--- src/hdl/ewh_pkg.sv ---
`timescale 1ns / 1ps
// ---------------------------------------------------------------------------
// ewh_pkg: shared types and constants of the equal-width histogram
// Widths, register indexes, queue item format and saturating helpers.
// ---------------------------------------------------------------------------
package ewh_pkg;

	localparam int NUM_BUCKETS = 256;
	localparam int IDX_W       = 8;
	localparam int CNT_W       = 32;
	localparam int SAMPLE_W    = 32;
	localparam int BC_W        = 9;
	localparam int PROD_W      = SAMPLE_W + BC_W;
	localparam int REG_IDX_W   = 2;
	localparam int QUEUE_DEPTH = 2;
	localparam int QPTR_W      = $clog2(QUEUE_DEPTH);

	// configuration register indexes
	localparam logic [REG_IDX_W-1:0] REG_RANGE_MIN    = 2'd0;
	localparam logic [REG_IDX_W-1:0] REG_RANGE_MAX    = 2'd1;
	localparam logic [REG_IDX_W-1:0] REG_BUCKET_COUNT = 2'd2;

	// command codes of an input request
	localparam logic CMD_SAMPLE = 1'b0;
	localparam logic CMD_READ   = 1'b1;

	localparam logic [CNT_W-1:0] CNT_MAX = '1;

	// kind of work handed from the front to the back
	typedef logic [1:0] op_kind_t;
	localparam op_kind_t OP_HIT  = 2'd0;
	localparam op_kind_t OP_MISS = 2'd1;
	localparam op_kind_t OP_READ = 2'd2;

	typedef struct packed {
		op_kind_t         kind;
		logic [IDX_W-1:0] idx;
	} op_t;

	// settings seen by the front, with the bucket count already limited
	typedef struct packed {
		logic signed [SAMPLE_W-1:0] range_min;
		logic signed [SAMPLE_W-1:0] range_max;
		logic [BC_W-1:0]            n;
	} cfg_t;

	function automatic logic [BC_W-1:0] active_buckets(input logic [BC_W-1:0] bc);
		logic [BC_W-1:0] n;
		n = bc;
		if (bc == '0)
			n = BC_W'(1);
		else if (bc > BC_W'(NUM_BUCKETS))
			n = BC_W'(NUM_BUCKETS);
		return n;
	endfunction

	function automatic logic [CNT_W-1:0] sat_inc(input logic [CNT_W-1:0] c);
		return (c == CNT_MAX) ? c : c + CNT_W'(1);
	endfunction

endpackage

--- src/hdl/ewh_fifo.sv ---
`timescale 1ns / 1ps
// ---------------------------------------------------------------------------
// ewh_fifo: short queue between front and back
// Holds classified requests so that either side may stall on its own.
// ---------------------------------------------------------------------------
module ewh_fifo (
	input  logic          clk,
	input  logic          arst_n,
	input  logic          push_valid,
	output logic          push_ready,
	input  ewh_pkg::op_t  push_op,
	output logic          pop_valid,
	input  logic          pop_ready,
	output ewh_pkg::op_t  pop_op
);
	import ewh_pkg::*;

	op_t               entry_q [QUEUE_DEPTH];
	logic [QPTR_W-1:0] wr_ptr_q;
	logic [QPTR_W-1:0] rd_ptr_q;
	logic [QPTR_W:0]   count_q;
	logic              do_push;
	logic              do_pop;

	assign push_ready = (count_q != (QPTR_W+1)'(QUEUE_DEPTH));
	assign pop_valid  = (count_q != '0);
	assign pop_op     = entry_q[rd_ptr_q];
	assign do_push    = push_valid && push_ready;
	assign do_pop     = pop_valid && pop_ready;

	// pointers and fill level
	always_ff @(posedge clk or negedge arst_n) begin
		if (!arst_n) begin
			wr_ptr_q <= '0;
			rd_ptr_q <= '0;
			count_q  <= '0;
		end else begin
			if (do_push)
				wr_ptr_q <= wr_ptr_q + QPTR_W'(1);
			if (do_pop)
				rd_ptr_q <= rd_ptr_q + QPTR_W'(1);
			if (do_push && !do_pop)
				count_q <= count_q + (QPTR_W+1)'(1);
			else if (do_pop && !do_push)
				count_q <= count_q - (QPTR_W+1)'(1);
		end
	end

	// store pushed request
	always_ff @(posedge clk) begin
		if (do_push)
			entry_q[wr_ptr_q] <= push_op;
	end

	a_fill_bounded: assert property (@(posedge clk) disable iff (!arst_n)
		count_q <= (QPTR_W+1)'(QUEUE_DEPTH))
		else $error("queue overfilled");

endmodule

--- config.mk ---
export PLATFORM = sky130hd
export DESIGN_NAME = ewh_fifo
export DESIGN_NICKNAME = d
export VERILOG_FILES = /design/src/hdl/ewh_pkg.sv /design/src/hdl/ewh_fifo.sv
export SDC_FILE = /design/constraint.sdc
export NUM_CORES = 1
export LEC_CHECK = 0
export ABC_CLOCK_PERIOD_IN_PS = 3750
export BUFFER_PORTS_ARGS = -buffer_cell sky130_fd_sc_hd__buf_2
export CELL_PAD_IN_SITES_DETAIL_PLACEMENT = 1
export CELL_PAD_IN_SITES_GLOBAL_PLACEMENT = 2
export CORE_MARGIN = 8
export CORE_UTILIZATION = 37
export DETAILED_ROUTE_END_ITERATION = 10
export PLACE_DENSITY_LB_ADDON = 0.3
export SLEW_MARGIN = 20
export SYNTH_ARGS = -nofsm -noshare
export SYNTH_HDL_FRONTEND = slang
export SYNTH_SLANG_ARGS = --single-unit
--- constraint.sdc ---
create_clock -name clk -period 3.75 [get_ports clk]
set_input_delay 1.125 -clock clk [delete_from_list [all_inputs] [get_ports clk]]
set_output_delay 1.125 -clock clk [all_outputs]
set_load 0.02 [all_outputs]
# ---- After elaboration in Yosys (flattened, before gate mapping)
# Memories as Yosys holds them, arrays and structs flattened.
# Cells that the tools add are included.
# Widths: inputs -> output; s select.
dict set report op_classes {
  addsub 4
  n_eq_ne 1
  muxes 4
  n_reduce_logical 8
}
# operator count
set op_table {}
lappend op_table {{$logic_and 1x1->1} 4}
lappend op_table {{$mux 2} 2}
lappend op_table {{$reduce_bool 2->1} 2}
lappend op_table {{$add 1x1->1 const B} 2}
lappend op_table {{$add 2x1->2 const B} 1}
lappend op_table {{$logic_not 1->1} 2}
lappend op_table {{$mux 1} 2}
lappend op_table {{$ne 2x2->1 const B} 1}
lappend op_table {{$sub 2x1->2 const B} 1}
dict set report totals {
  ff_bits 4
  ram_bits 20
  input_bits 14
  out_inout_bits 12
  wordCells 21
  n_memories 1
}
# memory words width read_ports rd_ports_with_merged_regs wr line_no
set mem_list {}
lappend mem_list {entry_q 2 10 1 0 1 ewh_fifo.sv:18} ;# op_t entry_q [QUEUE_DEPTH];

# ---- Depth between registers and ports, before layout
# Gate-level depths: netlist of the first run.
dict set report depth {
  ltp_word 6
  ltp_mapped 7
  depth_no_buf 7
}

# ---- Worst setup path after synthesis of the first run
# OpenSTA, ideal clock, no wires.
dict set report synth_path {
  path_type {input to register}
  start {in push_valid}
  end {mem entry_q[0][0] in the netlist's numbering (enable)}
  setup_ps 376
  t_arrival_ps 1660
  required_ps 3374
  slack_ps 1714
  stages 2
  path_buffers 0
  cell_sequence {nand2_1 > nor2_1}
}
dict set report synth_between {
  elab_chain_cells 3
}
# item line_no
set synth_rtl {}
lappend synth_rtl {{start: declaration} ewh_fifo.sv:9} ;# input logic push_valid,
lappend synth_rtl {{$logic_and 1x1->1} ewh_fifo.sv:28} ;# assign do_push = push_valid && push_ready;
lappend synth_rtl {{$mux 1} ewh_fifo.sv:51} ;# if (do_push)
lappend synth_rtl {{$mux 1 (implied by the code)} ewh_fifo.sv:52} ;# entry_q[wr_ptr_q] <= push_op;
lappend synth_rtl {{end: declaration} ewh_fifo.sv:18}
# Every way passes these cells.

==> results of run 1 <==
## metrics by stage
step	hold WS [ns]	power, mW	util (%)	area [µm²]	setup slack (ns)
after floorplan	0.461	0.669	-	932	1.71
after global placement	0.482	0.757	44.7	1090	1.38
after detailed placement	0.487	0.763	44.7	1090	1.40
after CTS	0.508	0.875	45.8	1110	1.08
after global routing	0.541	0.915	45.8	1110	1.03
final	0.504	0.857	45.8	1110	1.13
## synthesized netlist by cell type
cell       n
nand2_1    1
nand2_4    1
buf_4      1
edfxtp_1  20
xor2_1     2
nand2b_4   1
xnor2_1    3
nor2_1     2
inv_1      1
mux2_2    10
or2_4      1
and3_1     1
ha_1       1
dfrtp_1    4
## how the worst max path moves through the flow
stage                    start  slack, ns             to  cells past startpoint
floorplan           push_valid       1.71  entry_q[0][0]                      2
global route          rd_ptr_q       1.03      pop_op[7]                      2
finish                rd_ptr_q       1.13      pop_op[5]                      2
global placement    push_valid       1.38  entry_q[0][6]                      3
CTS                   rd_ptr_q       1.08      pop_op[7]                      2
detailed placement  push_valid       1.40  entry_q[0][4]                      3
## layer usage
metal | vias to the layer above | wire, µm | track usage (%)
met4 | 0 | 27 | 6.40
met5 | - | 0 | 0
li1 | 237 | - | -
met2 | 14 | 792 | 12.2
met3 | 2 | 104 | 2.03
met1 | 231 | 635 | 8.09
## state kept, by name, indices dropped and copies added, names as in the netlist
name	count
count_q	2
entry_q	20
rd_ptr_q	1
wr_ptr_q	1
## final cells by class
cell class | count | area (µm²)
clock buffer | 4 | 26.3
multi-input combinational | 23 | 220
sequential | 24 | 701
timing repair buffer | 25 | 125
inverter | 1 | 3.75
fill | 254 | 1320
tap | 30 | 37.5
## report_power, final
part           switching, mW  internal, mW
registers             0.0523         0.371
clock network         0.0689        0.0414
logic                  0.176         0.148
## worst max-delay path: cells and delay by family (launching register included)
kind                   cells  cell delay (ns)
buffers and inverters      1             0.16
flip-flops                 1             0.64
multiplexers               1             0.40
## cells by family (layout without fill, tap and decap cells)
family	after synthesis	after routing	share of synthesized area, %
flops	24	24	75.2
simple gates	7	7	5.50
mux	10	10	12.1
xor+xnor	5	5	4.70
fa+ha+maj	1	1	1.34
buf+inv	2	30	1.21
==> results.md, run 1 <==
* Post-CTS sizing at 0
* Hold Vio Cnt, Final at 0
* Worst r2r dst: entry_q[0][6]
* Drt via density at 4.52
* GRT Util Overall at about 7.6%
* Routed Antenna Nets at 0
* Crit path launch type: flip-flop
* Worst Path Arrival at about 1.5 ns
* RD Place Congestion at 0.657
* PD cells at 770 mW/mm²
* DRT iter0 DRCs at 15
* CTS tree: done
* Synth area leaders: edfxtp_1 (64%), mux2_2 (12%), dfrtp_1 (11%)
* PortBufs at 25
* Initial antenna violation count at 0
* Worst reg2reg setup slack at 2.07 ns
* Final cell count without fillers at 107
* Clock root buffer: clkbuf_4
* Ant diodes at 0
* Crit Path Category: reg -> out
* Data required time of the worst path at about 2.6 ns
* Max-capacitance violation count at 0
* Final wirelength at 1560 µm
* Area Overhead vs Synth at 19.5%
* Slowest CP cell: dfrtp_1
* Crit share post-route at 69.9%
* # DRC at 0
* Clk_skew at 0.00784 ns
* Largest net degree at the start of global routing at 14
* Final setup viols at 0
* Library cells used by synthesis at 14
* Clock sink count at 24
* Ys Warns at 0
* FP Rows at 18
* Die W at about 66 µm
* Crit end category: output port
* Routed WL per cell at around 15 µm
* Min-Delay Endpoint: wr_ptr_q
* Syn_nets at 64
* TritonCTS buffer count at 3
* Maximum clock rate at 382 MHz
* Placed Cells at 103
* Clock buffer depth at 2
* Reg-to-Reg Start: count_q[0]
* Slew Limit Fails at 0
* Share of cells above drive strength 1 at 53.2%
* Worst Hold Depth at 1
* Status: complete, no violations
* Worst-path clk slew at between 0.1 and 0.15 ns
* Die Ht at 66.2 µm
* Vias in the first global route at 544
* Cell count of the worst reg-to-reg path at 3
* Leakage at around 0.44 nW
* Most common cell after layout, fill and taps aside: buf_2
* RSZ-0062 raised after global routing: no
* Setup TNS at 0 ns
* Postcts setup bufs at 0
* Avg Cell Area, Syn at 19.0 µm²
* Top cell type's share of synthesized area at between 60% and 70%
* First-pass GRT wire length at 2500 µm
* Htree depth at 1
* Gr ovfl total at 0
* Clk_lat worst skew at 0.30 ns
* Vias at 484
* Flops & latches, synth at 24
* Core area at 0.00243 mm²
* Die area at 0.00438 mm²
* # nets final at 93
* Cells after Synth at 49
* Starting Density at 38.3%
* Slew headroom at 45.9%
* Synthesized area at ~930 µm²
* I/O pins at 26
* Hold crit path type: reg -> reg
* DPL Wire Length at roughly 1200 µm
* Area leader, netlist: edfxtp_1
* Most frequent cells in the layout: buf_2 (25), edfxtp_1 (20), mux2_2 (10), dfrtp_1 (4)
* Tmin final at 2.62 ns
* Cts hold-fix bufs at 0
* HP Start: wr_ptr_q
* Seq/Total Area, Yosys at between 70% and 80%
* TritonRoute pass-1 iters at 4
* Worst slew pin tran at 0.809 ns
* CP peak stage delay at 0.64 ns
* Cell chain of the critical path: mux2_2 > buf_2
* Worst IR Drop VDD at 0.375 mV
* Crit-path max FO at 11
Note: power is estimated with default switching activity, not from simulation.
==> inputs of run 2 (changes only) <==
Settings changed: ABC_CLOCK_PERIOD_IN_PS 3750 to 2600, CORE_UTILIZATION 37 to 35.
Clock period 3.75 ns to 2.6 ns, I/O delays scaled along.
==> run 2 against run 1 <==
Cell count up 0.93%; flip-flop and latch count unchanged; critical path depth unchanged; critical endpoint unchanged.
==> results.md, run 2 (synthesized netlist as in run 1, its figures left out) <==
* Status: complete, no violations (unchanged)
* First-pass GRT wire length at 2450 µm (was 2500 µm)
* Hold Vio Cnt, Final at 0 (unchanged)
* RD Place Congestion at 0.630 (was 0.657)
* Sw frac at 34.1% (was 34.6%)
* Filler cells at 266 (was 254)
* Final cell count without fillers at 108 (was 107)
* Placed Cells at 104 (was 103)
* Worst slew pin tran at 0.489 ns (was 0.809 ns)
* Tot Pwr at 1.27 mW (was 0.857 mW)
* Crit end category: output port (unchanged)
* FP Rows at 18 (unchanged)
* Clock root buffer: clkbuf_4 (unchanged)
* Biggest regs: entry_q: 20 flops, count_q: 2 flops (unchanged)
* Htree depth at 1 (unchanged)
* Slowest CP cell: dfrtp_1 (unchanged)
* Buf/Inv on CP at 1 (unchanged)
* Logic pwr share at 37.3% (was 37.7%)
* Clock power share at 14.5% (was 12.9%)
* Reg-to-Reg Start: count_q[0] (unchanged)
* Gr ovfl total at 0 (unchanged)
* Initial antenna violation count at 0 (unchanged)
* Cell-internal power at 0.840 mW (was 0.560 mW)
* Worst r2r dst: entry_q[0][6] (unchanged)
* # DRC at 0 (unchanged)
* Worst-path clk slew at 0.12 ns (about the same)
* Most flops, register: entry_q (unchanged)
* Data required time of the worst path at 1.82 ns (was 2.62 ns)
* Worst IR Drop VDD at 0.490 mV (was 0.375 mV)
* Ant diodes at 0 (unchanged)
* GRT Util Overall at 7.09% (was 7.58%)
* Core area at 0.00250 mm² (was 0.00243 mm²)
* Clk_skew at 0.00824 ns (was 0.00784 ns)
* Clock sink count at 24 (unchanged)
* Die Ht at 67.6 µm (was 66.2 µm)
* Share of cells above drive strength 1 at 55.1% (was 53.2%)
* TritonRoute pass-1 iters at 2 (was 4)
* I/O pins at 26 (unchanged)
* Most frequent cells in the layout: buf_2 (25), edfxtp_1 (20), mux2_2 (10), dfrtp_1 (4) (unchanged)
* Worst Path Arrival at 1.53 ns (was 1.50 ns)
* Hold crit path type: in -> async (was reg -> reg)
* Final setup viols at 0 (unchanged)
* Sw Pwr at 0.434 mW (was 0.297 mW)
* Postcts setup bufs at 0 (unchanged)
* Most common cell after layout, fill and taps aside: buf_2 (unchanged)
* Area Overhead vs Synth at 21.3% (was 19.5%)
* Crit Path Category: reg -> out (unchanged)
* Post-CTS sizing at 0 (unchanged)
* Vias at 501 (was 484)
* Cell count of the worst reg-to-reg path at 4 (was 3)
* Slew Limit Fails at 0 (unchanged)
* Maximum clock rate at 433 MHz
* Die area at 0.00457 mm² (was 0.00438 mm²)
* Clock buffer depth at 2 (unchanged)
* Cell chain of the critical path: mux2_2 > buf_2 (unchanged)
* RSZ-0062 raised after global routing: no (unchanged)
* PortBufs at 25 (unchanged)
* Starting Density at 37.3% (was 38.3%)
* Setup TNS at 0 ns (unchanged)
* Cts hold-fix bufs at 0 (unchanged)
* Largest register FFs at 20 (unchanged)
* Leakage at 0.455 nW (was 0.444 nW)
* Slew headroom at 67.4% (was 45.9%)
* Max-capacitance violation count at 0 (unchanged)
* Crit share post-route at 88.9%
* Drt via density at 4.64 (was 4.52)
* Die W at 67.6 µm (was 66.2 µm)
* CP peak stage delay at 0.67 ns (was 0.64 ns)
* Largest net degree at the start of global routing at 14 (unchanged)
* Vias in the first global route at 559 (was 544)
* Worst reg2reg setup slack at 1.05 ns (was 2.07 ns)
* Routed WL per cell at 14.2 µm (was 14.6 µm)
* Crit-path max FO at 11 (unchanged)
* Tmin final at around 2.3 ns
* TritonCTS buffer count at 3 (unchanged)
* Clk_lat worst skew at 0.30 ns (about the same)
* CP delay by family, top: flip-flops (unchanged)
* Routed Antenna Nets at 0 (unchanged)
* DRT iter0 DRCs at 13 (was 15)
* PD cells at 1130 mW/mm² (was 770 mW/mm²)
* # nets final at 94 (was 93)
* Crit path launch type: flip-flop (unchanged)
* CTS tree: done (unchanged)
* Sequential share of power at 48.2% (was 49.4%)
* Final wirelength at 1540 µm (was 1560 µm)
* DPL Wire Length at 1200 µm (was 1190 µm)
## run 2: area by class of cell
cell class | instances | area, µm² | area share (%)
multi-input cells | 23 | 220 | 19.5
inverters | 1 | 3.75 | 0.332
well taps | 30 | 37.5 | 3.32
clock buffers | 4 | 36.3 | 3.21
repair buffers | 26 | 133 | 11.7
flip-flops and latches | 24 | 701 | 61.9
## run 2: worst max-delay path by stage
| stage | cells past startpoint | slack (ns) | to | startpoint |
|---|---|---|---|---|
| after floorplan | 2 | 0.91 | entry_q[0][0] | push_valid |
| after global routing | 2 | 0.20 | pop_op[3] | rd_ptr_q |
| after detailed placement | 2 | 0.63 | pop_op[5] | rd_ptr_q |
| after global placement | 2 | 0.65 | pop_op[1] | rd_ptr_q |
| final | 2 | 0.29 | pop_op[5] | rd_ptr_q |
| after CTS | 2 | 0.25 | pop_op[5] | rd_ptr_q |
## run 2: power by group through the flow
stage	Clock, mW	Sequential (mW)	Combinational [mW]
floorplan	0	0.581	0.383
global placement	0	0.619	0.480
detailed placement	0	0.624	0.490
CTS	0.194	0.616	0.491
global route	0.210	0.627	0.512
finish	0.185	0.614	0.475
## run 2: metal layers
metal / wire [µm] / share of wire (%) / vias up / track usage [%]
li1: - / - / 239 / -
met4: 0 / 0 / 0 / 3.13
met3: 102 / 6.6 / 0 / 2.15
met2: 771 / 50 / 14 / 12.4
met5: 0 / 0 / - / 0
met1: 663 / 43 / 248 / 7.71
## run 2: worst reg2reg max path, delay by kind of cell, from the launching register on
kind | cells | cell delay, ns
and+or+nand+nor | 3 | 0.60
buffers and inverters | 1 | 0.23
DFF | 1 | 0.44
## run 2: per-stage QoR
stage	worst slack, ns	instance area, µm²	utilization (%)	hold WS (ns)
finish	0.290	1130	45.2	0.258
global route	0.195	1130	45.2	0.223
CTS	0.255	1130	45.2	0.244
detailed placement	0.631	1090	43.8	0.490
global placement	0.645	1090	43.8	0.477
floorplan	0.909	932	-	0.461
==> inputs of run 3 (changes only) <==
Settings changed: CORE_MARGIN 8 to 2.
==> run 3 against run 2 <==
Sequential share of layout area is the same; cell count is the same; clock power up 4%; setup slack improved by 0.012 ns; die area decreased by 32%; design area unchanged; highest routed layer is now met4.
==> results.md, run 3 (synthesized netlist as in run 1, its figures left out) <==
* Status: complete, no violations (unchanged)
* Clk_lat worst skew at 0.31 ns (was 0.30 ns)
* Htree depth at 1 (unchanged)
* CTS tree: done (unchanged)
* CP peak stage delay at 0.65 ns (was 0.67 ns)
* Worst Path Arrival at 1.52 ns (was 1.53 ns)
* Worst-path clk slew at 0.13 ns (was 0.12 ns)
* Clk_skew at 0.00495 ns (was 0.00824 ns)
* Sequential share of power at 47.8% (was 48.2%)
* Area Overhead vs Synth at 21.3% (unchanged)
* Slew Limit Fails at 0 (unchanged)
* Hold crit path type: in -> async (unchanged)
* PortBufs at 25 (unchanged)
* Routed Antenna Nets at 0 (unchanged)
* Logic pwr share at 37.1% (was 37.3%)
* Worst IR Drop VDD at 0.626 mV (was 0.490 mV)
* Crit share post-route at 88.4% (was 88.9%)
* TritonCTS buffer count at 3 (unchanged)
* Worst slew pin tran at 0.486 ns (was 0.489 ns)
* Crit path launch type: flip-flop (unchanged)
* Most flops, register: entry_q (unchanged)
* Data required time of the worst path at 1.82 ns (about the same)
* Sw Pwr at 0.441 mW (was 0.434 mW)
* RD Place Congestion at 0.715 (was 0.630)
* DRT iter0 DRCs at 2 (was 13)
* Clock power share at 15.1% (was 14.5%)
* Clock root buffer: clkbuf_4 (unchanged)
* Cell chain of the critical path: mux2_2 > buf_2 (unchanged)
* RSZ-0062 raised after global routing: no (unchanged)
* DPL Wire Length at 1130 µm (was 1200 µm)
* Ant diodes at 0 (unchanged)
* Slew headroom at 67.6% (was 67.4%)
* Initial antenna violation count at 0 (unchanged)
* Biggest regs: entry_q: 20 flops, count_q: 2 flops (unchanged)
* Share of cells above drive strength 1 at 55.1% (unchanged)
* Core area at 0.00250 mm² (unchanged)
* Largest net degree at the start of global routing at 14 (unchanged)
* Drt via density at 4.69 (was 4.64)
* Post-CTS sizing at 0 (unchanged)
* FP Rows at 18 (unchanged)
* Clock buffer depth at 2 (unchanged)
* Worst hold slack at 0.248 ns (was 0.258 ns)
* Postcts setup bufs at 0 (unchanged)
* Starting Density at 37.3% (unchanged)
* Cts hold-fix bufs at 0 (unchanged)
* Gr ovfl total at 0 (unchanged)
* Hold Vio Cnt, Final at 0 (unchanged)
* Vias in the first global route at 547 (was 559)
* GRT Util Overall at 10.6% (was 7.09%)
* # DRC at 0 (unchanged)
* Tmin final at 2.30 ns (was 2.31 ns)
* Leakage at 0.455 nW (unchanged)
* Die Ht at 55.6 µm (was 67.6 µm)
* Slowest CP cell: dfrtp_1 (unchanged)
* # nets final at 94 (unchanged)
* Routed WL per cell at 14.0 µm (was 14.2 µm)
* PD cells at 1130 mW/mm² (about the same)
* Die area at 0.00309 mm² (was 0.00457 mm²)
* Cell-internal power at 0.840 mW (about the same)
* Clock sink count at 24 (unchanged)
* Setup TNS at 0 ns (unchanged)
* Crit Path Category: reg -> out (unchanged)
* Most frequent cells in the layout: buf_2 (25), edfxtp_1 (20), mux2_2 (10), dfrtp_1 (4) (unchanged)
* First-pass GRT wire length at 2500 µm (was 2450 µm)
* Max-capacitance violation count at 0 (unchanged)
* Vias at 506 (was 501)
* Maximum clock rate at 435 MHz (was 433 MHz)
* Die W at 55.6 µm (was 67.6 µm)
* Crit-path max FO at 11 (unchanged)
* Final setup viols at 0 (unchanged)
* Cell count of the worst reg-to-reg path at 4 (unchanged)
* I/O pins at 26 (unchanged)
* Crit end category: output port (unchanged)
* Largest register FFs at 20 (unchanged)
* Final wirelength at 1520 µm (was 1540 µm)
* Sw frac at 34.4% (was 34.1%)
* TritonRoute pass-1 iters at 2 (unchanged)
* Most common cell after layout, fill and taps aside: buf_2 (unchanged)
run 3: power groups by stage:
stage | sequential, mW | clock (mW) | combinational [mW]
CTS | 0.616 | 0.200 | 0.486
floorplan | 0.581 | 0 | 0.383
finish | 0.612 | 0.193 | 0.475
global placement | 0.618 | 0 | 0.476
detailed placement | 0.625 | 0 | 0.484
global route | 0.630 | 0.211 | 0.515
run 3: worst paths after layout:
path                            start       endpoint  slack, ns
setup / recovery             rd_ptr_q      pop_op[7]       0.30
hold / removal                 arst_n     count_q[1]       0.25
setup reg to reg           count_q[0]  entry_q[0][2]       1.11
hold reg to reg              wr_ptr_q       wr_ptr_q       0.52
max in group asynchronous      arst_n       wr_ptr_q       2.22
min in group clk             wr_ptr_q       wr_ptr_q       0.52
run 3: metal layers:
layer	track usage [%]	wire [µm]
met5	0	0
met4	5.23	21
met3	2.33	78
met2	17.3	766
met1	13.3	649
run 3: area by class of cell:
cell class	instances	area (µm²)
clock buffer	4	36.3
fill	260	1370
inverter	1	3.75
multi-input combinational	23	220
sequential	24	701
tap	30	37.5
timing repair buffer	26	133
run 3: critical path, delay by kind of cell (launching register included):
family   cells  cell delay, ns
flops        1            0.65
mux          1            0.39
buf+inv      1            0.16
run 3: stage by stage:
stage               total power [mW]  utilization [%]  area, µm²  instances  setup WS [ns]
floorplan                      0.964                -        932         49          0.909
global placement                1.09             43.8       1090        104          0.631
detailed placement              1.11             43.8       1090        104          0.638
CTS                             1.30             45.2       1130        108          0.266
global route                    1.36             45.2       1130        108          0.203
finish                          1.28             45.2       1130        108          0.302
