**src/hdl/ewh_pkg.sv**
```systemverilog
`timescale 1ns / 1ps
// ---------------------------------------------------------------------------
// ewh_pkg: shared types and constants of the equal-width histogram
// Widths, register indexes, queue item format and saturating helpers.
// ---------------------------------------------------------------------------
package ewh_pkg;

	localparam int NUM_BUCKETS = 256;
	localparam int IDX_W       = 8;
	localparam int CNT_W       = 32;
	localparam int SAMPLE_W    = 32;
	localparam int BC_W        = 9;
	localparam int PROD_W      = SAMPLE_W + BC_W;
	localparam int REG_IDX_W   = 2;
	localparam int QUEUE_DEPTH = 2;
	localparam int QPTR_W      = $clog2(QUEUE_DEPTH);

	// configuration register indexes
	localparam logic [REG_IDX_W-1:0] REG_RANGE_MIN    = 2'd0;
	localparam logic [REG_IDX_W-1:0] REG_RANGE_MAX    = 2'd1;
	localparam logic [REG_IDX_W-1:0] REG_BUCKET_COUNT = 2'd2;

	// command codes of an input request
	localparam logic CMD_SAMPLE = 1'b0;
	localparam logic CMD_READ   = 1'b1;

	localparam logic [CNT_W-1:0] CNT_MAX = '1;

	// kind of work handed from the front to the back
	typedef logic [1:0] op_kind_t;
	localparam op_kind_t OP_HIT  = 2'd0;
	localparam op_kind_t OP_MISS = 2'd1;
	localparam op_kind_t OP_READ = 2'd2;

	typedef struct packed {
		op_kind_t         kind;
		logic [IDX_W-1:0] idx;
	} op_t;

	// settings seen by the front, with the bucket count already limited
	typedef struct packed {
		logic signed [SAMPLE_W-1:0] range_min;
		logic signed [SAMPLE_W-1:0] range_max;
		logic [BC_W-1:0]            n;
	} cfg_t;

	function automatic logic [BC_W-1:0] active_buckets(input logic [BC_W-1:0] bc);
		logic [BC_W-1:0] n;
		n = bc;
		if (bc == '0)
			n = BC_W'(1);
		else if (bc > BC_W'(NUM_BUCKETS))
			n = BC_W'(NUM_BUCKETS);
		return n;
	endfunction

	function automatic logic [CNT_W-1:0] sat_inc(input logic [CNT_W-1:0] c);
		return (c == CNT_MAX) ? c : c + CNT_W'(1);
	endfunction

endpackage

```
**src/hdl/ewh_item_if.sv**
```systemverilog
`timescale 1ns / 1ps
// ---------------------------------------------------------------------------
// ewh_item_if: input request channel
// Valid/ready channel carrying one command with its sample or bucket index.
// ---------------------------------------------------------------------------
interface ewh_item_if;
	logic                                 valid;
	logic                                 ready;
	logic                                 cmd;
	logic signed [ewh_pkg::SAMPLE_W-1:0]  sample;
	logic [ewh_pkg::IDX_W-1:0]            read_index;

	modport source (output valid, output cmd, output sample, output read_index, input ready);
	modport sink   (input valid, input cmd, input sample, input read_index, output ready);
endinterface

```
**src/hdl/ewh_front.sv**
```systemverilog
`timescale 1ns / 1ps
// ---------------------------------------------------------------------------
// ewh_front: request intake and bucket classification
// Tests a sample against the range and finds its bucket with a multiply
// and a restoring divider that yields one quotient bit per cycle.
// ---------------------------------------------------------------------------
module ewh_front (
	input  logic            clk,
	input  logic            arst_n,
	input  ewh_pkg::cfg_t   cfg_vals,
	ewh_item_if.sink        item,
	output logic            push_valid,
	input  logic            push_ready,
	output ewh_pkg::op_t    push_op
);
	import ewh_pkg::*;

	localparam logic [2:0] F_IDLE  = 3'd0;
	localparam logic [2:0] F_CLASS = 3'd1;
	localparam logic [2:0] F_MUL   = 3'd2;
	localparam logic [2:0] F_DIV   = 3'd3;
	localparam logic [2:0] F_PUSH  = 3'd4;

	logic [2:0]                 state_q;
	logic                       cmd_q;
	logic signed [SAMPLE_W-1:0] sample_q;
	logic [IDX_W-1:0]           rd_idx_q;
	logic [SAMPLE_W-1:0]        off_q;
	logic [SAMPLE_W-1:0]        span_q;
	logic [PROD_W-1:0]          rem_q;
	logic [PROD_W-1:0]          div_q;
	logic [BC_W-1:0]            quo_q;
	logic [3:0]                 step_q;
	op_kind_t                   kind_q;
	logic [IDX_W-1:0]           idx_q;

	logic                       outside;
	logic [SAMPLE_W-1:0]        off_c;
	logic [SAMPLE_W-1:0]        span_c;
	logic                       ge;
	logic [BC_W-1:0]            quo_next;
	logic [BC_W-1:0]            n_m1;

	// range test and offsets from the latched sample
	assign outside = (cfg_vals.range_min > cfg_vals.range_max) ||
		(sample_q < cfg_vals.range_min) || (sample_q > cfg_vals.range_max);
	assign off_c   = $unsigned(sample_q) - $unsigned(cfg_vals.range_min);
	assign span_c  = $unsigned(cfg_vals.range_max) - $unsigned(cfg_vals.range_min);

	// one restoring divider step
	assign ge       = (rem_q >= div_q);
	assign quo_next = {quo_q[BC_W-2:0], ge};
	assign n_m1     = cfg_vals.n - BC_W'(1);

	assign item.ready = (state_q == F_IDLE);
	assign push_valid = (state_q == F_PUSH);
	assign push_op    = '{kind: kind_q, idx: idx_q};

	// sequencer
	always_ff @(posedge clk or negedge arst_n) begin
		if (!arst_n) begin
			state_q <= F_IDLE;
		end else begin
			case (state_q)
				F_IDLE: begin
					if (item.valid)
						state_q <= F_CLASS;
				end
				F_CLASS: begin
					if (cmd_q == CMD_READ || outside || span_c == '0)
						state_q <= F_PUSH;
					else
						state_q <= F_MUL;
				end
				F_MUL: state_q <= F_DIV;
				F_DIV: begin
					if (step_q == '0)
						state_q <= F_PUSH;
				end
				F_PUSH: begin
					if (push_ready)
						state_q <= F_IDLE;
				end
				default: state_q <= F_IDLE;
			endcase
		end
	end

	// datapath registers
	always_ff @(posedge clk) begin
		case (state_q)
			F_IDLE: begin
				cmd_q    <= item.cmd;
				sample_q <= item.sample;
				rd_idx_q <= item.read_index;
			end
			F_CLASS: begin
				off_q  <= off_c;
				span_q <= span_c;
				idx_q  <= '0;
				if (cmd_q == CMD_READ) begin
					kind_q <= OP_READ;
					idx_q  <= rd_idx_q;
				end else if (outside) begin
					kind_q <= OP_MISS;
				end else begin
					kind_q <= OP_HIT;
				end
			end
			F_MUL: begin
				rem_q  <= PROD_W'(off_q) * PROD_W'(cfg_vals.n);
				div_q  <= {1'b0, span_q, {IDX_W{1'b0}}};
				quo_q  <= '0;
				step_q <= 4'(IDX_W);
			end
			F_DIV: begin
				if (ge)
					rem_q <= rem_q - div_q;
				div_q  <= div_q >> 1;
				quo_q  <= quo_next;
				step_q <= step_q - 4'd1;
				// clamp to the last bucket in use
				if (step_q == '0)
					idx_q <= (quo_next > n_m1) ? n_m1[IDX_W-1:0] : quo_next[IDX_W-1:0];
			end
			default: begin
			end
		endcase
	end

	a_hit_below_n: assert property (@(posedge clk) disable iff (!arst_n)
		(state_q == F_PUSH && kind_q == OP_HIT) |-> ({1'b0, idx_q} < cfg_vals.n))
		else $error("bucket index beyond buckets in use");

	a_div_ends_in_push: assert property (@(posedge clk) disable iff (!arst_n)
		(state_q == F_DIV && step_q == '0) |=> (state_q == F_PUSH && kind_q == OP_HIT))
		else $error("divider did not hand over a hit");

endmodule

```
**src/flat_wrapper.sv**
```systemverilog
// flat-port wrapper written by rule: the top's interface ports become plain ports
module ewh_front_flat import ewh_pkg::*;
  (clk, arst_n, cfg_vals, push_valid, push_ready, push_op, item_valid, item_cmd, item_sample, item_read_index, item_ready);
  ewh_item_if item_i ();
  input  logic clk;
  input  logic arst_n;
  input  ewh_pkg::cfg_t cfg_vals;
  output logic push_valid;
  input  logic push_ready;
  output ewh_pkg::op_t push_op;
  input wire logic [$bits(item_i.valid)-1:0] item_valid;
  input wire logic [$bits(item_i.cmd)-1:0] item_cmd;
  input wire logic [$bits(item_i.sample)-1:0] item_sample;
  input wire logic [$bits(item_i.read_index)-1:0] item_read_index;
  output wire logic [$bits(item_i.ready)-1:0] item_ready;
  assign item_i.valid = item_valid;
  assign item_i.cmd = item_cmd;
  assign item_i.sample = item_sample;
  assign item_i.read_index = item_read_index;
  assign item_ready = item_i.ready;
  ewh_front u_core (.clk(clk), .arst_n(arst_n), .cfg_vals(cfg_vals), .item(item_i), .push_valid(push_valid), .push_ready(push_ready), .push_op(push_op));
endmodule
```
**config.mk**
```make
export PLATFORM = sky130hd
export DESIGN_NAME = ewh_front_flat
export DESIGN_NICKNAME = d
export VERILOG_FILES = /design/src/hdl/ewh_pkg.sv /design/src/hdl/ewh_item_if.sv /design/src/hdl/ewh_front.sv /design/src/flat_wrapper.sv
export SDC_FILE = /design/constraint.sdc
export NUM_CORES = 1
export LEC_CHECK = 0
export BUFFER_PORTS_ARGS = -buffer_cell sky130_fd_sc_hd__buf_4
export CAP_MARGIN = 20
export CORE_MARGIN = 2
export CORE_UTILIZATION = 45
export DETAILED_ROUTE_END_ITERATION = 12
export PLACE_DENSITY_LB_ADDON = 0.2
export SYNTH_ARGS = -nofsm -noshare
export SYNTH_HDL_FRONTEND = slang
export SYNTH_SLANG_ARGS = --single-unit
```
**constraint.sdc**
```tcl
create_clock -name clk -period 17.05 [get_ports clk]
set_input_delay 3.41 -clock clk [delete_from_list [all_inputs] [get_ports clk]]
set_output_delay 3.41 -clock clk [all_outputs]
set_load 0.05 [all_outputs]
```
Word-level counts from Yosys, hierarchy flattened

Cells that the tools add are included.

Equality and inequality tests: 8
$lt $le $gt $ge: 5
Multiplexer cells: 15
Div/mod/pow operators: 0
$add $sub $neg: 5
Reduce and logical (&&, ||, !) cells: 12
Shifts and indexed selects: 0
Multipliers: 1
Bitwise logic cells: 0

Operator list:

| operator                                                                | number |
|---|---|
| 41-bit one-hot mux with 2 select lines                                  | 2 |
| 32-bit greater-than comparator                                          | 2 |
| 32-bit subtractor                                                       | 2 |
| 41-bit >= comparator                                                    | 1 |
| 32-bit by 9-bit multiplier with 41-bit output                           | 1 |
| 41-bit 2-to-1 mux                                                       | 1 |
| 41-bit subtractor                                                       | 1 |
| 32-bit zero test                                                        | 1 |
| 32-bit less-than comparator                                             | 1 |
| 8-bit one-hot mux with 2 select lines                                   | 2 |
| 8-bit 2-to-1 mux                                                        | 3 |
| 3-bit one-hot mux with 5 select lines                                   | 1 |
| 3-bit 2-to-1 mux                                                        | 4 |
| 9-bit greater-than comparator                                           | 1 |
| 9-bit by 1-bit subtractor with 9-bit output, second input constant      | 1 |
| 4-bit one-hot mux with 2 select lines                                   | 1 |
| 3-bit by 2-bit == test with 1-bit output, second input constant         | 2 |
| 2-bit by 1-bit inequality test with 1-bit output, second input constant | 3 |
| 4-bit zero test                                                         | 1 |
| 1-bit logical OR                                                        | 4 |
| 2-bit AND reduction                                                     | 2 |
| 2-bit nonzero test                                                      | 2 |
| 4-bit by 1-bit subtractor with 4-bit output, second input constant      | 1 |
| 3-bit by 1-bit == test with 1-bit output, second input constant         | 1 |
| 5 further kinds                                                         | 5 |

Bits of input ports: 118
Bits in read-only memories: 0
Logic and storage cells: 58
Bits in writable memories: 0
Memories kept: 0
Latch bits: 0
Register bits: 212
Output and inout bits: 12

Depth between registers and ports, before layout

Gate-level depths: netlist of run 1.

Depth after elaboration: 7
Depth in mapped cells: 24
Gate-level depth less buffers: 22

Worst setup path after synthesis of run 1

Ideal clock, no wire load.

Path type: input-to-reg
Start: in cfg_vals[2] (netlist bit)
End: reg u_core.rem_q[39], data pin
Arrival time: 8.625 ns
Library setup time: 0.261 ns
Data required time: 16.789 ns
Cell stages on the path: 22
Buffers on the path: 3
Path slack: 8.164 ns
Cell sequence: clkbuf_1 buf_1 nand2_1 fa_1 inv_1 fa_1 fa_1 inv_1 fa_1 inv_1 ha_1 clkbuf_1 a21o_1 a21o_1 a2111oi_0 o31ai_1 nor2_1 o31ai_1 a21o_1 a21boi_1 nor3_1 o32a_1

Longest elaborated chain between the ends: 2

Ends and longest elaborated chain:

| element                                       | RTL line          | text |
|---|---|---|
| start: declaration                            | flat_wrapper.sv:7 | `input ewh_pkg::cfg_t cfg_vals;` |
| 32-bit by 9-bit multiplier with 41-bit output | ewh_front.sv:111  | `rem_q <= PROD_W'(off_q) * PROD_W'(cfg_vals.n);` |
| 41-bit one-hot mux with 2 select lines        | ewh_front.sv:91   | `case (state_q)` |
| end signal: assignment                        | ewh_front.sv:111  |  |
| end signal: assignment                        | ewh_front.sv:118  | `rem_q <= rem_q - div_q;` |
| end: declaration                              | ewh_front.sv:30   | `logic [PROD_W-1:0] rem_q;` |

No other way between the ends.
A chain may end at the register's enable or synchronous reset.

Worst setup path in the final report of run 1

Start: in cfg_vals[2] (netlist bit)
End: reg u_core.rem_q[28], data pin

Same word-level chain as after synthesis.

==> flow_summary_export.csv, run 1 <==
group,metric,value,unit
drt,drt_iter0_markers,1470,
placement,io_buffers,129,
critical_path,crit_chain,"buf_4 > nand2_1 > fa_1 > inv_1 > fa_1 > fa_1 > inv_1 > fa_1 > inv_1 > ha_1 > nand4_1 > a211oi_1 > o41ai_2 > a211oi_1 > o21ai_1 > a211oi_1 > o21ai_0 > mux2i_1 > o21ai_0 > o21ai_0",
die,rows,85,
critical_path,critPathCapture,"u_core.rem_q[28]",
critical_path,r2r_slack,10.96,ns
clock_network,worstSkewPairLatency,0.57,ns
drt,via_count,19367,
critical_path,cp_data_arrival_time,8.99,ns
critical_path,slowest_stage,"fa_1",
clock_network,post-cts-setup-buffers,0,
timing,tns,0,ns
grt,grt_usage,25.2,%
timing,clock_skew,0.0370,ns
drt,routed_via_density,5.62,
finish,drive_gt1_share,7.56,%
synthesis,async_flop_share,1.42,%
timing,max_clock_freq,0.115,GHz
grt,grt_overflow,0,
critical_path,crit_fanout,36,
synthesis,synth_top_cells_by_area,"edfxtp_1 26%, fa_1 18%, ha_1 12%, inv_1 6.1%, and2_1 4.7%",
timing,rsz0062_at_grt,"no",
die,initial_core_util,45.4,%
critical_path,r2r-end,"u_core.rem_q[28]",
timing,worst_slew_pin_slew,0.985,ns
timing,fin_crit_sh,51.0,%
placement,routabilityCongestion,0.978,
finish,syn2layout_area_growth,9.68,%
timing,setup_viol,0,
synthesis,syn_area_per_cell,9.13,um^2
placement,dp_hpwl,56300,um
synthesis,synth-seq-cells,211,
drt,drt_pre_antenna_iters,5,
synthesis,synth_top_cell_area_share,25.6,%
die,chipWidth,237,um
synthesis,synth_nets,3240,
critical_path,reg2reg_depth,18,
synthesis,yosysTopAreaCell,"edfxtp_1",
clock_network,cts_resized,0,
die,ios,130,
drt,drtAntennaViolNets,0,
grt,grt_pass1_wl,110000,um
finish,fillerInstances,4998,
critical_path,crit_type,"in2reg",
drt,wl_per_cell,20.3,um
critical_path,crit_path_start,"cfg_vals[2]",
critical_path,timing.rr.start,"u_core.off_q[3]",
clock_network,cts_buffer_depth,3,
timing,hold_violations,0,
drt,wirelength,70100,um
flow_run,cap_violations,0,
die,dieHeight,237,um
synthesis,synth_area,24400,um^2
synthesis,synth-edff-count,208,
synthesis,yosys_warnings,0,
run_status,status,"completed",
critical_path,cp_data_required_time,17.35,ns
hold_path,hp-class,"reg2reg",
critical_path,cpMostUsedCell,"fa_1",
finish,layout.nets,3305,
drt,drc_errors,0,
finish,num_antenna_cells,0,
grt,grt_pass1_vias,20026,
synthesis,yosysUniqueCellTypes,84,
synthesis,ys_seq_area_share,25.9,%
clock_network,cts_root_buffer,"clkbuf_16",
clock_network,clkTransAtPathRegs,0.06,ns
die,core,53700,um^2
synthesis,synth_top_flop_cell,"edfxtp_1",
die,dieArea,56100,um^2
clock_network,cts.sinks,211,
clock_network,numCtsBuffers,27,
critical_path,startpoint_type,"primary input",
clock_network,cts_tree,"done",
timing,drv_slew,0,
synthesis,postSynthCellCount,2669,
timing,slew_headroom,34.2,%
finish,multi_input_area,16200,um^2
critical_path,max_stage_delay,0.55,ns
clock_network,cts_hold_buf,0,
critical_path,cp-end-kind,"flip-flop",
grt,grt_antenna_before_repair,2,
finish,regArea,6320,um^2
grt,grt_max_degree,99,
timing,post-route-min-period,8.69,ns
clock_network,htree_num_levels,1,
## metal layers
layer | vias to the layer above | track usage (%) | wire length (um)
met4 | 4 | 12.5 | 3960
met3 | 139 | 3.52 | 4270
met1 | 9432 | 32.0 | 28800
met5 | - | 0 | 28
met2 | 641 | 42.2 | 33000
li1 | 9151 | - | -
## cell usage after synthesis (5+ instances only)
cell type and count:
inv_1 398, nand2_1 268, ha_1 239, fa_1 214, edfxtp_1 208, and2_1 183
a21oi_1 161, nor2_1 130, o21ai_0 117, a21o_1 88, clkbuf_1 79, xnor2_1 63
xor2_1 54, nand3_1 45, nor3_1 38, nand4_1 28, o21bai_1 27, nor2b_1 24
o21a_1 21, o211ai_1 20, a211oi_1 17, and3_1 16, nand2b_1 16, or3_1 14
a31oi_1 13, o31ai_1 13, buf_2 11, and4_1 9, a21boi_0 8, mux2i_1 8
a2111oi_0 7, buf_1 7, nor4_1 7, a221oi_1 6, a41oi_1 6, o2111ai_1 6
o311ai_0 6, a211o_1 5, a21oi_2 5, a31o_2 5, nor3b_1 5, o21ai_1 5
## cell usage in the layout, fill, tap and decap left out, types with 6 or more instances in the layout
master,count
xnor2_1,63
clkbuf_16,27
o211ai_1,20
nor3_1,37
nor2_1,130
fa_1,214
o21a_1,21
a21o_1,88
and4_1,9
a41oi_1,6
xor2_1,54
and2_1,182
inv_1,397
nor4_1,7
or3_1,14
edfxtp_1,208
nand4_1,28
clkbuf_1,8
mux2i_1,8
a2111oi_0,7
nand2_1,267
buf_4,135
a21boi_0,7
o21bai_1,27
o31ai_1,13
o2111ai_1,6
nand2b_1,16
and3_1,16
nor2b_1,23
o311ai_0,6
a21oi_1,161
nand3_1,45
o21ai_0,117
a211oi_1,17
a221oi_1,6
a31oi_1,13
ha_1,239
## state kept, by name, summed over array words and instances, names as in the netlist
signal / count
u_core.rem_q: 41
u_core.div_q: 40
u_core.off_q: 32
u_core.sample_q: 32
u_core.span_q: 32
u_core.idx_q: 8
u_core.quo_q: 8
u_core.rd_idx_q: 8
u_core.step_q: 4
u_core.state_q: 3
u_core.kind_q: 2
u_core.cmd_q: 1
## cell type report
type / count / share of cell area (%)
clock inverter: 12 / 0.501
sequential: 211 / 23.6
timing repair buffer: 136 / 3.84
multi-input combinational: 1960 / 60.5
inverter: 398 / 5.59
clock buffer: 35 / 2.64
tap: 696 / 3.26
## worst min path at each step
stage,startpoint,endpoint,slack [ns],depth (start not counted)
6_report,u_core.span_q[18],u_core.div_q[26],0.50,2
5_1_grt,u_core.span_q[4],u_core.div_q[12],0.55,2
4_1_cts,u_core.span_q[18],u_core.div_q[26],0.49,2
3_5_place_dp,u_core.span_q[21],u_core.div_q[29],0.51,2
3_3_place_gp,u_core.span_q[31],u_core.div_q[39],0.50,1
2_1_floorplan,u_core.cmd_q,u_core.kind_q[1],0.45,0
## worst max-delay path, delay by kind of cell
kind | cells | cell delay, ns
adders and majority gates | 5 | 2.45
AOI/OAI and AO/OA | 8 | 2.03
buffers and inverters | 4 | 0.55
and+or+nand+nor | 2 | 0.33
muxes | 1 | 0.18
## through the flow
step | area [um^2] | hold slack (ns) | cells | utilization, % | setup WS, ns
global route | 26700 | 0.548 | 3448 | 49.8 | 8.02
detailed placement | 25900 | 0.512 | 3400 | 48.2 | 7.78
finish | 26700 | 0.496 | 3448 | 49.8 | 8.36
floorplan | 24400 | 0.449 | 2669 | - | 8.16
CTS | 26700 | 0.493 | 3447 | 49.8 | 8.38
global placement | 25900 | 0.502 | 3400 | 48.2 | 7.90
## cells by family after synthesis
| family | Yosys count | share of synthesized area, % |
|---|---|---|
| simple gates | 806 | 16.5 |
| flops | 211 | 25.9 |
| compound gates | 575 | 15.4 |
| fa+ha+maj | 453 | 29.8 |
| buf+inv | 498 | 7.80 |
| mux | 9 | 0.375 |
| xor+xnor | 117 | 4.20 |
Power of run 1 is left out: the tool's default activity adds up to more than one toggle a clock period on the data nets, which glitch-free logic cannot reach.
==> inputs of run 2 (changes only) <==
Clock period 17.05 ns to 7.25 ns, I/O delays scaled along.
==> run 2 against run 1 <==
Clock skew down 0.00069 ns; flip-flop and latch count unchanged; final area increased by 0.55%; critical path depth shrank 1; via count is 0.48% higher; critical endpoint is now u_core.rem_q[39]; critical path type unchanged; setup slack worse by 7.8 ns; first-iteration DRC count rose by 0.54%.
==> flow_summary_export.csv, run 2 (synthesis gave the netlist of run 1 again) <==
group,metric,value,unit
placement,place_area,26000,um^2
critical_path,cp_data_arrival_time,7.04,ns
timing,slew_headroom,25.7,%
die,initial_core_util,45.4,%
finish,largest_reg_flops,41,
clock_network,cts.sinks,211,
die,ios,130,
clock_network,worstSkewPairLatency,0.57,ns
die,dieArea,56100,um^2
timing,setup_viol,0,
clock_network,cts_tree,"done",
critical_path,crit_fanout,36,
critical_path,startpoint_type,"primary input",
drt,wl_per_cell,20.2,um
timing,post-route-min-period,6.73,ns
critical_path,max_stage_delay,0.56,ns
critical_path,crit_type,"in2reg",
critical_path,cpMostUsedCell,"fa_1",
timing,fin_crit_sh,92.8,%
flow_run,cap_violations,0,
finish,final_common_cell,"inv_1",
timing,worst_slew_pin_slew,1.09,ns
drt,wirelength,70100,um
clock_network,clkTransAtPathRegs,0.06,ns
finish,top_register,"u_core.rem_q",
clock_network,numCtsBuffers,27,
grt,use_met2,42.5,%
placement,routabilityCongestion,0.977,
clock_network,post-cts-setup-buffers,0,
critical_path,slowest_stage,"fa_1",
critical_path,crit_chain,"buf_4 > and2_1 > fa_1 > fa_1 > fa_1 > inv_1 > fa_1 > inv_1 > ha_1 > nand2_1 > o21ai_0 > a211oi_1 > a211oi_1 > nor2_1 > o31ai_1 > a21o_1 > a21boi_1 > nor4bb_1 > o32a_1",
finish,fillerInstances,4952,
placement,dp_hpwl,56900,um
timing,clock_skew,0.0363,ns
hold_path,hold-path-endpoint,"u_core.div_q[23]",
grt,grt_antenna_before_repair,2,
critical_path,r2r_slack,1.13,ns
grt,grt_use_met3,3.30,%
clock_network,cts_root_buffer,"clkbuf_16",
critical_path,cp-end-kind,"flip-flop",
grt,grt_overflow,0,
critical_path,cp_num_cells,19,
critical_path,path_delay_family,"adder cells",
die,chipWidth,237,um
finish,reg_top3,"u_core.rem_q (41), u_core.div_q (40)",
die,dieHeight,237,um
finish,final_area,26900,um^2
critical_path,reg2reg_depth,18,
clock_network,cts_hold_buf,0,
hold_path,hold_path.startpoint,"u_core.span_q[15]",
grt,grt_use_met1,32.3,%
finish,utilization,50.1,%
clock_network,htree_num_levels,1,
grt,top_usage_layer,"met2",
drt,drt_iter0_markers,1478,
grt,grt_usage,25.2,%
finish,drive_gt1_share,8.10,%
hold_path,hp-class,"reg2reg",
die,rows,85,
finish,syn2layout_area_growth,10.3,%
finish,layout_common_cells,"397 x inv_1, 267 x nand2_1, 239 x ha_1, 214 x fa_1, 208 x edfxtp_1",
timing,tns,0,ns
critical_path,timing.rr.start,"u_core.off_q[7]",
grt,grt_pass1_vias,19769,
run_status,status,"completed",
grt,grt_max_degree,99,
drt,drtAntennaViolNets,0,
hold_path,hold_depth,2,
critical_path,cp_data_required_time,7.56,ns
drt,via_count,19460,
timing,hold_violations,0,
timing,max_clock_freq,0.149,GHz
drt,drt_pre_antenna_iters,6,
placement,io_buffers,129,
die,core,53700,um^2
critical_path,crit_buf_inv,3,
timing,drv_slew,0,
drt,routed_via_density,5.62,
drt,drc_errors,0,
critical_path,r2r-end,"u_core.rem_q[39]",
clock_network,cts_buffer_depth,3,
finish,layout.nets,3316,
grt,grt_pass1_wl,110000,um
clock_network,cts_resized,0,
timing,rsz0062_at_grt,"no",
[run 2: changes by cell type in the layout (fill, tap and decap cells not counted), moves of 2 or more]
| cell | before | now |
|---|---|---|
| clkinv_1 | 1 | 3 |
| buf_4 | 135 | 147 |
| bufinv_16 | 2 | 4 |
| clkinv_2 | 2 | 5 |
| clkbuf_1 | 8 | 5 |
[run 2: cell type report]
type	count	area [um^2]	area share (%)
sequential	211	6320	23.5
tap	696	871	3.24
inverter	398	1490	5.56
timing repair buffer	147	1100	4.10
multi-input combinational	1960	16200	60.2
clock inverter	18	211	0.786
clock buffer	32	694	2.58
antenna	1	2.50	0.00931
[run 2: worst max path at each step]
stage	slack [ns]	end	startpoint
2_1_floorplan	0.32	u_core.rem_q[39]	cfg_vals[2]
3_3_place_gp	0.14	u_core.rem_q[28]	cfg_vals[2]
3_5_place_dp	0.09	u_core.rem_q[28]	cfg_vals[4]
4_1_cts	0.65	u_core.rem_q[39]	cfg_vals[4]
5_1_grt	0.28	u_core.rem_q[28]	cfg_vals[5]
6_report	0.52	u_core.rem_q[39]	cfg_vals[4]
[run 2: worst reg2reg max path, delay by kind of cell (launching register included)]
kind / cells / cell delay [ns]
adder cells (fa/ha/maj): 5 / 2.49
AO/OA/AOI/OAI: 7 / 2.02
AND/OR/NAND/NOR: 4 / 0.68
flip-flops: 1 / 0.60
buffers and inverters: 2 / 0.11
[run 2: per-layer routing]
metal | wire length (um) | vias to the layer above | part of all wire (%)
met3 | 4000 | 160 | 5.7
met2 | 33100 | 691 | 47
li1 | - | 9184 | -
met4 | 3710 | 4 | 5.3
met5 | 26 | - | 0.037
met1 | 29200 | 9421 | 42
[run 2: per-stage QoR]
stage,worst slack [ns],hold WS (ns),instances
2_1_floorplan,0.324,0.449,2669
3_3_place_gp,0.137,0.502,3412
3_5_place_dp,0.0918,0.511,3412
4_1_cts,0.647,0.513,3462
5_1_grt,0.278,0.532,3462
6_report,0.525,0.509,3463
Power of run 2 is left out for the same reason.
